==> src/hdl/tid_pkg.sv <==
// Package for the Thumb instruction decoder: operation codes, pattern kinds and
// the priority-ordered mask/match table used by the classifier.
// It depends on nothing else.
`default_nettype none

package tid_pkg;

    localparam int InstrWidth = 16;
    localparam int OpWidth = 7;
    localparam int PatternCount = 73;

    typedef logic [InstrWidth-1:0] t_instr;
    typedef logic [OpWidth-1:0] t_op;

    localparam t_op OPC_BEQ = 7'd11;
    localparam t_op OPC_BL = 7'd28;
    localparam t_op OPC_BLX_THUMB = 7'd29;
    localparam t_op OPC_BLX_ARM = 7'd30;
    localparam t_op OPC_INVALID = 7'd88;

    localparam logic [3:0] CondLast = 4'd13;

    localparam logic [1:0] BLSEL_BLX_ARM = 2'd1;
    localparam logic [1:0] BLSEL_BL = 2'd2;
    localparam logic [1:0] BLSEL_BLX_THUMB = 2'd3;

    typedef logic [1:0] t_kind;
    localparam t_kind KIND_PLAIN = 2'd0;
    localparam t_kind KIND_ADD1 = 2'd1;
    localparam t_kind KIND_BCOND = 2'd2;
    localparam t_kind KIND_BLPFX = 2'd3;

    typedef struct packed {
        t_instr mask;
        t_instr match;
        t_kind  kind;
        t_op    code;
    } t_pattern;

    // The first entry that matches decides the result.
    localparam t_pattern PATTERNS [PatternCount] = '{
        '{16'hFFC0, 16'h4140, KIND_PLAIN, 7'd0},
        '{16'hFE00, 16'h1C00, KIND_ADD1,  7'd1},
        '{16'hF800, 16'h3000, KIND_PLAIN, 7'd2},
        '{16'hFE00, 16'h1800, KIND_PLAIN, 7'd3},
        '{16'hFF00, 16'h4400, KIND_PLAIN, 7'd4},
        '{16'hF800, 16'hA000, KIND_PLAIN, 7'd5},
        '{16'hF800, 16'hA800, KIND_PLAIN, 7'd6},
        '{16'hFF80, 16'hB000, KIND_PLAIN, 7'd7},
        '{16'hFFC0, 16'h4000, KIND_PLAIN, 7'd8},
        '{16'hF800, 16'h1000, KIND_PLAIN, 7'd9},
        '{16'hFFC0, 16'h4100, KIND_PLAIN, 7'd10},
        '{16'hF000, 16'hD000, KIND_BCOND, OPC_BEQ},
        '{16'hF800, 16'hE000, KIND_PLAIN, 7'd25},
        '{16'hFFC0, 16'h4380, KIND_PLAIN, 7'd26},
        '{16'hFF00, 16'hBE00, KIND_PLAIN, 7'd27},
        '{16'hE000, 16'hE000, KIND_BLPFX, OPC_BL},
        '{16'hFF87, 16'h4780, KIND_PLAIN, 7'd31},
        '{16'hFF87, 16'h4700, KIND_PLAIN, 7'd32},
        '{16'hFFC0, 16'h42C0, KIND_PLAIN, 7'd33},
        '{16'hF800, 16'h2800, KIND_PLAIN, 7'd34},
        '{16'hFFC0, 16'h4280, KIND_PLAIN, 7'd35},
        '{16'hFF00, 16'h4500, KIND_PLAIN, 7'd36},
        '{16'hFFE8, 16'hB660, KIND_PLAIN, 7'd37},
        '{16'hFFC0, 16'h4600, KIND_PLAIN, 7'd38},
        '{16'hFFC0, 16'h4040, KIND_PLAIN, 7'd39},
        '{16'hF800, 16'hC800, KIND_PLAIN, 7'd40},
        '{16'hF800, 16'h6800, KIND_PLAIN, 7'd41},
        '{16'hFE00, 16'h5800, KIND_PLAIN, 7'd42},
        '{16'hF800, 16'h4800, KIND_PLAIN, 7'd43},
        '{16'hF800, 16'h9800, KIND_PLAIN, 7'd44},
        '{16'hF800, 16'h7800, KIND_PLAIN, 7'd45},
        '{16'hFE00, 16'h5C00, KIND_PLAIN, 7'd46},
        '{16'hF800, 16'h8800, KIND_PLAIN, 7'd47},
        '{16'hFE00, 16'h5A00, KIND_PLAIN, 7'd48},
        '{16'hFE00, 16'h5600, KIND_PLAIN, 7'd49},
        '{16'hFE00, 16'h5E00, KIND_PLAIN, 7'd50},
        '{16'hF800, 16'h0000, KIND_PLAIN, 7'd51},
        '{16'hFFC0, 16'h4080, KIND_PLAIN, 7'd52},
        '{16'hF800, 16'h0800, KIND_PLAIN, 7'd53},
        '{16'hFFC0, 16'h40C0, KIND_PLAIN, 7'd54},
        '{16'hF800, 16'h2000, KIND_PLAIN, 7'd55},
        '{16'hFFC0, 16'h1C00, KIND_PLAIN, 7'd56},
        '{16'hFF00, 16'h4600, KIND_PLAIN, 7'd57},
        '{16'hFFC0, 16'h4340, KIND_PLAIN, 7'd58},
        '{16'hFFC0, 16'h43C0, KIND_PLAIN, 7'd59},
        '{16'hFFC0, 16'h4240, KIND_PLAIN, 7'd60},
        '{16'hFFC0, 16'h4300, KIND_PLAIN, 7'd61},
        '{16'hFE00, 16'hBC00, KIND_PLAIN, 7'd62},
        '{16'hFE00, 16'hB400, KIND_PLAIN, 7'd63},
        '{16'hFFC0, 16'hBA00, KIND_PLAIN, 7'd64},
        '{16'hFFC0, 16'hBA40, KIND_PLAIN, 7'd65},
        '{16'hFFC0, 16'hBAC0, KIND_PLAIN, 7'd66},
        '{16'hFFC0, 16'h41C0, KIND_PLAIN, 7'd67},
        '{16'hFFC0, 16'h4180, KIND_PLAIN, 7'd68},
        '{16'hFFF7, 16'hB650, KIND_PLAIN, 7'd69},
        '{16'hF800, 16'hC000, KIND_PLAIN, 7'd70},
        '{16'hF800, 16'h6000, KIND_PLAIN, 7'd71},
        '{16'hFE00, 16'h5000, KIND_PLAIN, 7'd72},
        '{16'hF800, 16'h9000, KIND_PLAIN, 7'd73},
        '{16'hF800, 16'h7000, KIND_PLAIN, 7'd74},
        '{16'hFE00, 16'h5400, KIND_PLAIN, 7'd75},
        '{16'hF800, 16'h8000, KIND_PLAIN, 7'd76},
        '{16'hFE00, 16'h5200, KIND_PLAIN, 7'd77},
        '{16'hFE00, 16'h1E00, KIND_PLAIN, 7'd78},
        '{16'hF800, 16'h3800, KIND_PLAIN, 7'd79},
        '{16'hFE00, 16'h1A00, KIND_PLAIN, 7'd80},
        '{16'hFF80, 16'hB080, KIND_PLAIN, 7'd81},
        '{16'hFF00, 16'hDF00, KIND_PLAIN, 7'd82},
        '{16'hFFC0, 16'hB240, KIND_PLAIN, 7'd83},
        '{16'hFFC0, 16'hB200, KIND_PLAIN, 7'd84},
        '{16'hFFC0, 16'h4200, KIND_PLAIN, 7'd85},
        '{16'hFFC0, 16'hB2C0, KIND_PLAIN, 7'd86},
        '{16'hFFC0, 16'hB280, KIND_PLAIN, 7'd87}
    };

endpackage

`default_nettype wire

==> src/hdl/tid_decode.sv <==
// Combinational classifier: matches one Thumb halfword against the priority
// table and resolves the branch groups. Depends on tid_pkg.
`default_nettype none

module tid_decode (
    input  wire tid_pkg::t_instr i_instr,
    output tid_pkg::t_op         o_op_code,
    output logic                 o_is_invalid
);

    logic [tid_pkg::PatternCount-1:0] hit;
    tid_pkg::t_op bcond_op;
    tid_pkg::t_op blpfx_op;
    tid_pkg::t_op op;

    always_comb begin
        for (int i = 0; i < tid_pkg::PatternCount; i++) begin
            hit[i] = ((i_instr & tid_pkg::PATTERNS[i].mask) == tid_pkg::PATTERNS[i].match)
                && !((tid_pkg::PATTERNS[i].kind == tid_pkg::KIND_ADD1)
                     && (i_instr[8:6] == 3'd0));
        end
    end

    always_comb begin
        if (i_instr[11:8] <= tid_pkg::CondLast) begin
            bcond_op = tid_pkg::OPC_BEQ + {3'd0, i_instr[11:8]};
        end else begin
            bcond_op = tid_pkg::OPC_INVALID;
        end
    end

    always_comb begin
        case (i_instr[12:11])
            tid_pkg::BLSEL_BL:        blpfx_op = tid_pkg::OPC_BL;
            tid_pkg::BLSEL_BLX_THUMB: blpfx_op = tid_pkg::OPC_BLX_THUMB;
            tid_pkg::BLSEL_BLX_ARM:   blpfx_op = tid_pkg::OPC_BLX_ARM;
            default:                  blpfx_op = tid_pkg::OPC_INVALID;
        endcase
    end

    // Scanning from the end lets the earliest matching entry win.
    always_comb begin
        op = tid_pkg::OPC_INVALID;
        for (int i = tid_pkg::PatternCount - 1; i >= 0; i--) begin
            if (hit[i]) begin
                case (tid_pkg::PATTERNS[i].kind)
                    tid_pkg::KIND_BCOND: op = bcond_op;
                    tid_pkg::KIND_BLPFX: op = blpfx_op;
                    default:             op = tid_pkg::PATTERNS[i].code;
                endcase
            end
        end
    end

    assign o_op_code = op;
    assign o_is_invalid = (op == tid_pkg::OPC_INVALID);

endmodule

`default_nettype wire

==> src/hdl/thumb_instruction_decoder_top.sv <==
// Top level of the Thumb instruction decoder: input register, classifier and
// result register with stream handshakes. Depends on tid_pkg and tid_decode.
//
// The slave channel takes one 16-bit Thumb halfword per item. The master
// channel returns one item per input item: the operation number in tdata and
// an invalid flag in tuser. Operation numbers follow the instruction list
// order, and the value 88 marks an instruction that does not decode.
// An item accepted at a clock edge is held in the input register, decoded
// combinationally from it and shown on the master side once the result
// register takes it. One item is accepted in every cycle as long as the
// receiver keeps tready high; the throughput is one item per cycle and is
// set by the single decode stage between the two registers.
// When the receiver stalls, the result register holds its item and the input
// register keeps one more item, so the slave side drops tready only once both
// are full. Synchronous reset empties both registers and no item is shown.
`default_nettype none

module thumb_instruction_decoder_top (
    input  wire                i_clk,
    input  wire                i_rst_n,
    input  wire                i_s_axis_tvalid,
    output logic               o_s_axis_tready,
    input  wire  [15:0]        i_s_axis_tdata,   // [15:0] instruction
    output logic               o_m_axis_tvalid,
    input  wire                i_m_axis_tready,
    output logic [7:0]         o_m_axis_tdata,   // [6:0] op_code, [7] zero
    output logic               o_m_axis_tuser    // [0] is_invalid
);

    logic            r_in_valid;
    tid_pkg::t_instr r_in_instr;
    logic            r_out_valid;
    tid_pkg::t_op    r_out_op;
    logic            r_out_invalid;

    tid_pkg::t_op dec_op;
    logic         dec_invalid;
    logic         out_free;
    logic         in_take;

    assign out_free = !r_out_valid || i_m_axis_tready;
    assign o_s_axis_tready = !r_in_valid || out_free;
    assign in_take = i_s_axis_tvalid && o_s_axis_tready;

    tid_decode u_decode (
        .i_instr      (r_in_instr),
        .o_op_code    (dec_op),
        .o_is_invalid (dec_invalid)
    );

    always_ff @(posedge i_clk) begin
        if (!i_rst_n) begin
            r_in_valid <= 1'b0;
        end else if (o_s_axis_tready) begin
            r_in_valid <= i_s_axis_tvalid;
        end
        if (in_take) begin
            r_in_instr <= i_s_axis_tdata;
        end
    end

    always_ff @(posedge i_clk) begin
        if (!i_rst_n) begin
            r_out_valid <= 1'b0;
        end else if (out_free) begin
            r_out_valid <= r_in_valid;
        end
        if (out_free && r_in_valid) begin
            r_out_op <= dec_op;
            r_out_invalid <= dec_invalid;
        end
    end

    assign o_m_axis_tvalid = r_out_valid;
    assign o_m_axis_tdata = {1'b0, r_out_op};
    assign o_m_axis_tuser = r_out_invalid;

endmodule

`default_nettype wire
==> config.mk <==
export PLATFORM = sky130hd
export DESIGN_NAME = thumb_instruction_decoder_top
export DESIGN_NICKNAME = d
export VERILOG_FILES = /design/src/hdl/tid_pkg.sv /design/src/hdl/tid_decode.sv /design/src/hdl/thumb_instruction_decoder_top.sv
export SDC_FILE = /design/constraint.sdc
export NUM_CORES = 1
export LEC_CHECK = 0
export BUFFER_PORTS_ARGS = -buffer_cell sky130_fd_sc_hd__buf_4
export CORE_MARGIN = 1.5
export CORE_UTILIZATION = 25
export CTS_CLUSTER_SIZE = 14
export DETAILED_ROUTE_END_ITERATION = 8
export GPL_ROUTABILITY_DRIVEN = 0
export GPL_TIMING_DRIVEN = 0
export PLACE_DENSITY_LB_ADDON = 0.12
export SLEW_MARGIN = 20
export SYNTH_ARGS = -nofsm -noshare
export SYNTH_HDL_FRONTEND = slang
export SYNTH_HIERARCHICAL = 1
export SYNTH_SLANG_ARGS = --single-unit
==> constraint.sdc <==
create_clock -name i_clk -period 3.9 [get_ports i_clk]
set_input_delay 0.39 -clock i_clk [delete_from_list [all_inputs] [get_ports i_clk]]
set_output_delay 0.39 -clock i_clk [all_outputs]
set_load 0.01 [all_outputs]
==> impl_metrics.csv, run 1 <==
group,metric,value,unit
critical_path,crit_cells,11,
die,design.die.area,11270,sq um
pwr,swShare,30.55,%
route,first_pass_iters,6,
route,antenna_left,0,
finish,fillers,1107,
critical_path,path_common_cell,"clkbuf_1",
pwr,p_int,553.8,uW
timing,final.period_utilization,91.69,%
timing,report.final.slew_viol_count,0,
clock_tree,htree_levels,1,
clock_tree,hold_buffers,0,
finish,final_nets,381,
yosys,ys_seq_elements,26,
critical_path,cp_top_family,"compound AO/OA/AOI/OAI gates",
yosys,synth_nets,346,
global_routing,grt-ovfl-total,0,
clock_tree,cts-buffers-inserted,3,
yosys,syn-cell-area,2660,sq um
finish,area_growth,17.83,%
critical_path,path_max_fanout,10,
global_routing,grt_pass1_wl,14.72,mm
route,routed_wl,9.249,mm
global_routing,grtUsageTotal,16.74,%
yosys,synth_top_area_share,27.09,%
yosys,yosys_warnings,6,
die,coreArea,10320,sq um
clock_tree,clk-insertion-delay-late,0.29,ns
critical_path,cp-startpoint,"r_in_instr[9]$_DFFE_PP_",
pwr,switchingPower,243.6,uW
die,io-pin-count,31,
clock_tree,cts_setup_buffers,0,
finish,diodes,0,
route,routedWlPerCell,18.84,um
critical_path,end_kind,"flop",
timing,finalClockSkew,0.01606,ns
critical_path,cp_cell_sequence,"clkbuf_1, inv_1, ha_1, clkbuf_1, nand3b_1, o21ai_0, a311o_1, nor4_1, o21ai_1, a221oi_2, and3b_1",
die,fp.dieW,106.2,um
clock_tree,cts_sinks,26,
clock_tree,cts_tree,"yes",
critical_path,crit_arrival,3.74,ns
critical_path,cpPeakStageDelay,0.48,ns
placed_design,dp_hpwl,7.003,mm
finish,fin_util,30.36,%
clock_tree,root_buffer,"clkbuf_8",
yosys,synth_cells,321,
yosys,ys_seq_area_share,28.60,%
pwr,p_per_area,254.4,nW/um^2
die,die_y,106.2,um
timing,setup_tns,0,ns
worst_hold_path,hp-class,"in -> reg",
run,drv_cap,0,
yosys,synth_ff_type,"edfxtp_1",
yosys,synth_edf_count,24,
yosys,ys_types,73,
route,via_per_inst,5.692,
critical_path,worstPathRequired,4.07,ns
critical_path,regToRegSetupSlack,0.32,ns
run_status,status,"completed",
yosys,synthArstFlopShare,0,%
critical_path,reg2reg_depth,11,
clock_tree,cts_resized,0,
route,drt-initial-drc-count,472,
global_routing,antenna_found_initial,0,
timing,rsz0062_at_grt,"no",
route,vias,2795,
global_routing,grt_max_degree,16,
critical_path,critPathLaunchType,"flop",
critical_path,cp-endpoint,"o_m_axis_tuser$_DFFE_PP_",
pwr,power.leakage,1.168,nW
critical_path,r2r_end,"o_m_axis_tuser$_DFFE_PP_",
route,drc_errors,0,
finish,layout-drive-gt1-share,20.00,%
critical_path,cpMaxStageDelayCell,"edfxtp_1",
yosys,synthTopCellsByArea,"edfxtp_1 (27%), o21ai_0 (3.6%), a21oi_1 (3.2%)",
clock_tree,clkTransAtPathRegs,0.11,ns
timing,min_period,3.576,ns
timing,timing.final.hold_violations,0,
clock_tree,clockBufferDepth,2,
yosys,synth_largest_area_cell,"edfxtp_1",
global_routing,grt_pass1_vias,2618,
pwr,power_frac_seq,42.4,%
timing,setup_viol,0,
die,initial_core_util,25.77,%
die,std_cell_rows,37,
timing,worst_pin_slew,0.6982,ns
timing,relSlewSlack,53.02,%
critical_path,crit_type,"reg -> reg",
yosys,synth.avg_cell_area,8.287,sq um
placed_design,io_buffers,29,
critical_path,critPathBufInv,3,
pwr,vdd_drop_max,0.1065,mV
timing,max_freq,279.6,MHz
pwr,combPwrFrac,28.2,%
critical_path,reg2reg_from,"r_in_instr[9]$_DFFE_PP_",
pwr,clkPwrFrac,29.4,%
-- per-layer routing --
| layer | part of all wire, % | GRT usage [%] | up-vias |
|---|---|---|---|
| met5 | 0 | 0 | - |
| met4 | 4.4 | 6.950 | 0 |
| met3 | 9.3 | 3.250 | 33 |
| met2 | 44 | 26.36 | 184 |
| met1 | 43 | 22.32 | 1278 |
| li1 | - | - | 1300 |
-- cell usage after synthesis (4+ instances only) --
cell type and n:
nand4b_1 5, o21ai_0 19, nor3b_1 6, nor4_1 4
and3_1 4, nand2_1 21, xor2_1 4, ha_1 5
nand2b_1 11, edfxtp_1 24, buf_2 11, inv_1 7
nor2b_1 13, buf_4 4, a32oi_1 4, a21oi_1 17
o211ai_1 4, nor2_1 22, o31ai_1 6, nand3_1 12
nor3_1 12, a31oi_1 6, clkbuf_1 11
-- stage by stage --
| step | cells | worst slack [ns] | cell area [sq um] | power [mW] | hold WS (ns) |
|---|---|---|---|---|---|
| 6_report | 491 | 0.3240 | 3134 | 0.7974 | 0.2703 |
| 2_1_floorplan | 321 | 1.092 | 2660 | 0.4860 | 0.4889 |
| 3_5_place_dp | 487 | 0.4351 | 3063 | 0.5636 | 0.5232 |
| 3_3_place_gp | 486 | 0.4023 | 3048 | 0.5673 | 0.5202 |
| 5_1_grt | 491 | 0.1993 | 3134 | 0.8333 | 0.2650 |
| 4_1_cts | 491 | 0.3889 | 3134 | 0.7998 | 0.2660 |
-- cell usage in the layout, fill, tap and decap left out, drive strengths merged, types with 5 or more instances in the layout --
cell    count
a21oi      17
a31oi       6
buf        49
clkbuf     14
edfxtp     24
ha          5
inv         7
nand2      21
nand2b     11
nand3      12
nand4b      5
nor2       23
nor2b      14
nor3       13
nor3b       8
nor4        5
o21ai      22
o31ai       6
or2         5
-- layout make-up --
type	instances	area, sq um	share of cell area (%)
plain buffers	30	148.9	4.750
clock buffers	3	41.29	1.317
clock inverters	1	30.03	0.9581
inverters	7	26.28	0.8383
multi-input cells	258	1728	55.13
flip-flops and latches	26	760.7	24.27
well taps	136	170.2	5.429
repair buffers	30	229.0	7.305
-- kinds of logic after synthesis --
group / after synthesis / share of synthesized area [%]
compound gates: 96 / 24.74
xor+xnor: 6 / 1.976
fa+ha+maj: 5 / 2.352
buf+inv: 37 / 6.585
flops: 26 / 28.60
mux: 2 / 0.8466
other cells: 1 / 0.1410
simple gates: 148 / 34.76
-- worst reg2reg max path, cell delays in order (launching register included) --
cell,delay [ns]
edfxtp_1,0.48
clkbuf_1,0.46
inv_1,0.26
ha_1,0.25
clkbuf_1,0.22
nand3b_1,0.19
o21ai_0,0.11
a311o_1,0.42
nor4_1,0.39
o21ai_1,0.17
a221oi_2,0.33
and3b_1,0.18
-- flip-flops by register name, summed over array words and instances, names as in the netlist --
register         flops
o_m_axis_tuser       1
o_m_axis_tvalid      1
r_in_instr          16
r_in_valid           1
r_out_op             7
-- worst min path at each step --
stage	startpoint	endpoint	slack, ns	cells past startpoint
detailed placement	o_m_axis_tvalid$_SDFFE_PN0P_	r_in_valid$_SDFFE_PN0P_	0.52	2
finish	i_s_axis_tdata[9]	r_in_instr[9]$_DFFE_PP_	0.27	1
global placement	o_m_axis_tvalid$_SDFFE_PN0P_	r_in_valid$_SDFFE_PN0P_	0.52	2
CTS	i_s_axis_tdata[9]	r_in_instr[9]$_DFFE_PP_	0.27	1
global route	i_s_axis_tdata[14]	r_in_instr[14]$_DFFE_PP_	0.26	1
floorplan	i_s_axis_tdata[0]	r_in_instr[0]$_DFFE_PP_	0.49	0
-- power groups by stage --
stage               registers, mW  clock network [mW]  logic (mW)
finish                      0.338               0.235       0.224
global route                0.341               0.251       0.242
CTS                         0.338               0.242       0.220
detailed placement          0.345                   0       0.219
global placement            0.345                   0       0.222
floorplan                   0.345                   0       0.141
Power figures use the tool's default switching activity.
==> run 2: changes to the inputs <==
Settings changed: CELL_PAD_IN_SITES_DETAIL_PLACEMENT set to 0, CELL_PAD_IN_SITES_GLOBAL_PLACEMENT set to 1, CTS_CLUSTER_SIZE 14 to 30.
==> run 2 against run 1 <==
- critical path depth unchanged
- count of clock-buffer cells in the layout did not move
- final cell count is the same
- register-to-register slack lost 0.05 ns
- sequential share of layout area did not move
- combinational power about the same
- critical path type unchanged
- highest routed layer unchanged
==> impl_metrics.csv, run 2 (synthesized netlist as in run 1, its figures left out) <==
group,metric,value,unit
run_status,status,"completed",
finish,layout-drive-gt1-share,20.00,%
pwr,power_frac_seq,42.6,%
critical_path,crit_type,"reg -> reg",
critical_path,r2r_end,"r_out_op[3]$_DFFE_PP_",
clock_tree,clk-insertion-delay-late,0.28,ns
pwr,p_total,794.3,uW
global_routing,grt_pass1_wl,15.14,mm
finish,fillers,1124,
clock_tree,cts_tree,"yes",
pwr,vdd_drop_max,0.1197,mV
route,vias,2800,
critical_path,end_kind,"flop",
critical_path,crit_arrival,3.77,ns
placed_design,io_buffers,29,
die,io-pin-count,31,
route,via_per_inst,5.703,
timing,report.final.slew_viol_count,0,
critical_path,critPathLaunchType,"flop",
timing,min_period,3.627,ns
clock_tree,clockBufferDepth,2,
route,routed_wl,9.717,mm
critical_path,cp-endpoint,"r_out_op[3]$_DFFE_PP_",
finish,top_register,"r_in_instr",
timing,finalClockSkew,0.01272,ns
finish,final_nets,381,
pwr,swShare,30.31,%
finish,diodes,0,
finish,multi_input_area,1728,sq um
critical_path,regToRegSetupSlack,0.27,ns
route,antenna_left,0,
clock_tree,cts_resized,0,
global_routing,grt-ovfl-total,0,
route,drc_errors,0,
worst_hold_path,hold_depth,1,
die,coreArea,10320,sq um
finish,area_growth,17.83,%
route,routedWlPerCell,19.79,um
critical_path,cp-startpoint,"r_in_instr[9]$_DFFE_PP_",
route,first_pass_iters,5,
clock_tree,root_buffer,"clkbuf_8",
critical_path,path_max_fanout,10,
die,design.die.area,11270,sq um
timing,setup_tns,0,ns
global_routing,grt_pass1_vias,2705,
timing,rsz0062_at_grt,"no",
pwr,combPwrFrac,28.5,%
timing,setup_viol,0,
pwr,p_per_area,253.4,nW/um^2
run,drv_cap,0,
die,std_cell_rows,37,
timing,worst_pin_slew,0.7422,ns
die,die_y,106.2,um
pwr,p_int,553.5,uW
finish,mostFrequentLayoutCells,"buf_4 (33), edfxtp_1 (24), nor2_1 (22)",
clock_tree,cts_sinks,26,
finish,ff_latch_area,760.7,sq um
critical_path,reg2reg_depth,11,
route,drt-initial-drc-count,274,
finish,largestRegisters,"r_in_instr (16), r_out_op (7)",
die,fp.dieW,106.2,um
global_routing,grtUsageTotal,17.40,%
die,initial_core_util,25.77,%
timing,relSlewSlack,50.39,%
critical_path,worstPathRequired,4.04,ns
clock_tree,clkTransAtPathRegs,0.10,ns
clock_tree,cts_setup_buffers,0,
pwr,switchingPower,240.8,uW
global_routing,antenna_found_initial,0,
global_routing,grt_max_degree,16,
placed_design,dp_hpwl,7.437,mm
worst_hold_path,hp-class,"in -> reg",
timing,max_freq,275.7,MHz
timing,timing.final.hold_violations,0,
critical_path,reg2reg_from,"r_in_instr[9]$_DFFE_PP_",
finish,largest_reg_flops,16,
pwr,clkPwrFrac,28.9,%
clock_tree,hold_buffers,0,
clock_tree,cts-buffers-inserted,3,
timing,final.period_utilization,93.01,%
pwr,power.leakage,1.168,nW
finish,final_common_cell,"buf_4",
clock_tree,htree_levels,1,
## run 2: cell counts in the layout (fill, tap and decap cells not counted)
No cell type changed its count.
## run 2: layout make-up
type | count | area share [%]
well taps | 136 | 5.429
clock inverters | 1 | 0.9581
inverters | 7 | 0.8383
flip-flops and latches | 26 | 24.27
multi-input cells | 258 | 55.13
clock buffers | 3 | 1.317
plain buffers | 30 | 4.750
repair buffers | 30 | 7.305
## run 2: power groups by stage
stage / clock (mW) / combinational, mW / sequential (mW)
2_1_floorplan: 0 / 0.141 / 0.345
3_3_place_gp: 0 / 0.227 / 0.345
3_5_place_dp: 0 / 0.222 / 0.345
4_1_cts: 0.239 / 0.223 / 0.339
5_1_grt: 0.252 / 0.244 / 0.341
6_report: 0.230 / 0.226 / 0.338
## run 2: metal layers
metal / wire, um / global-route usage (%) / part of all wire, %
met4: 524 / 9.846 / 5.4
met5: 0 / 0 / 0
met1: 4165 / 22.75 / 43
met3: 711 / 2.146 / 7.3
met2: 4315 / 27.60 / 44
## run 2: per-stage QoR
step | instances | util (%) | hold WS [ns] | cell area, sq um | setup WS (ns)
6_report | 491 | 30.36 | 0.2806 | 3134 | 0.2726
3_5_place_dp | 487 | 29.67 | 0.5337 | 3063 | 0.3921
3_3_place_gp | 486 | 29.52 | 0.5225 | 3048 | 0.3107
2_1_floorplan | 321 | - | 0.4889 | 2660 | 1.092
4_1_cts | 491 | 30.36 | 0.2736 | 3134 | 0.3629
5_1_grt | 491 | 30.36 | 0.2676 | 3134 | 0.02315
## run 2: worst min path at each step
stage / from / end
3_3_place_gp: o_m_axis_tvalid$_SDFFE_PN0P_ / r_in_valid$_SDFFE_PN0P_
5_1_grt: i_s_axis_tdata[9] / r_in_instr[9]$_DFFE_PP_
6_report: i_s_axis_tdata[9] / r_in_instr[9]$_DFFE_PP_
3_5_place_dp: o_m_axis_tvalid$_SDFFE_PN0P_ / r_in_valid$_SDFFE_PN0P_
2_1_floorplan: i_s_axis_tdata[0] / r_in_instr[0]$_DFFE_PP_
4_1_cts: i_s_axis_tdata[9] / r_in_instr[9]$_DFFE_PP_
## run 2: worst max-delay path, stage by stage, from the launching register on
cell	delay (ns)
edfxtp_1	0.49
clkbuf_1	0.51
inv_1	0.27
ha_1	0.25
clkbuf_1	0.22
nand3b_1	0.19
o21ai_0	0.10
a311o_1	0.39
a211o_1	0.30
or4_1	0.40
o21ai_1	0.18
nor3b_2	0.17
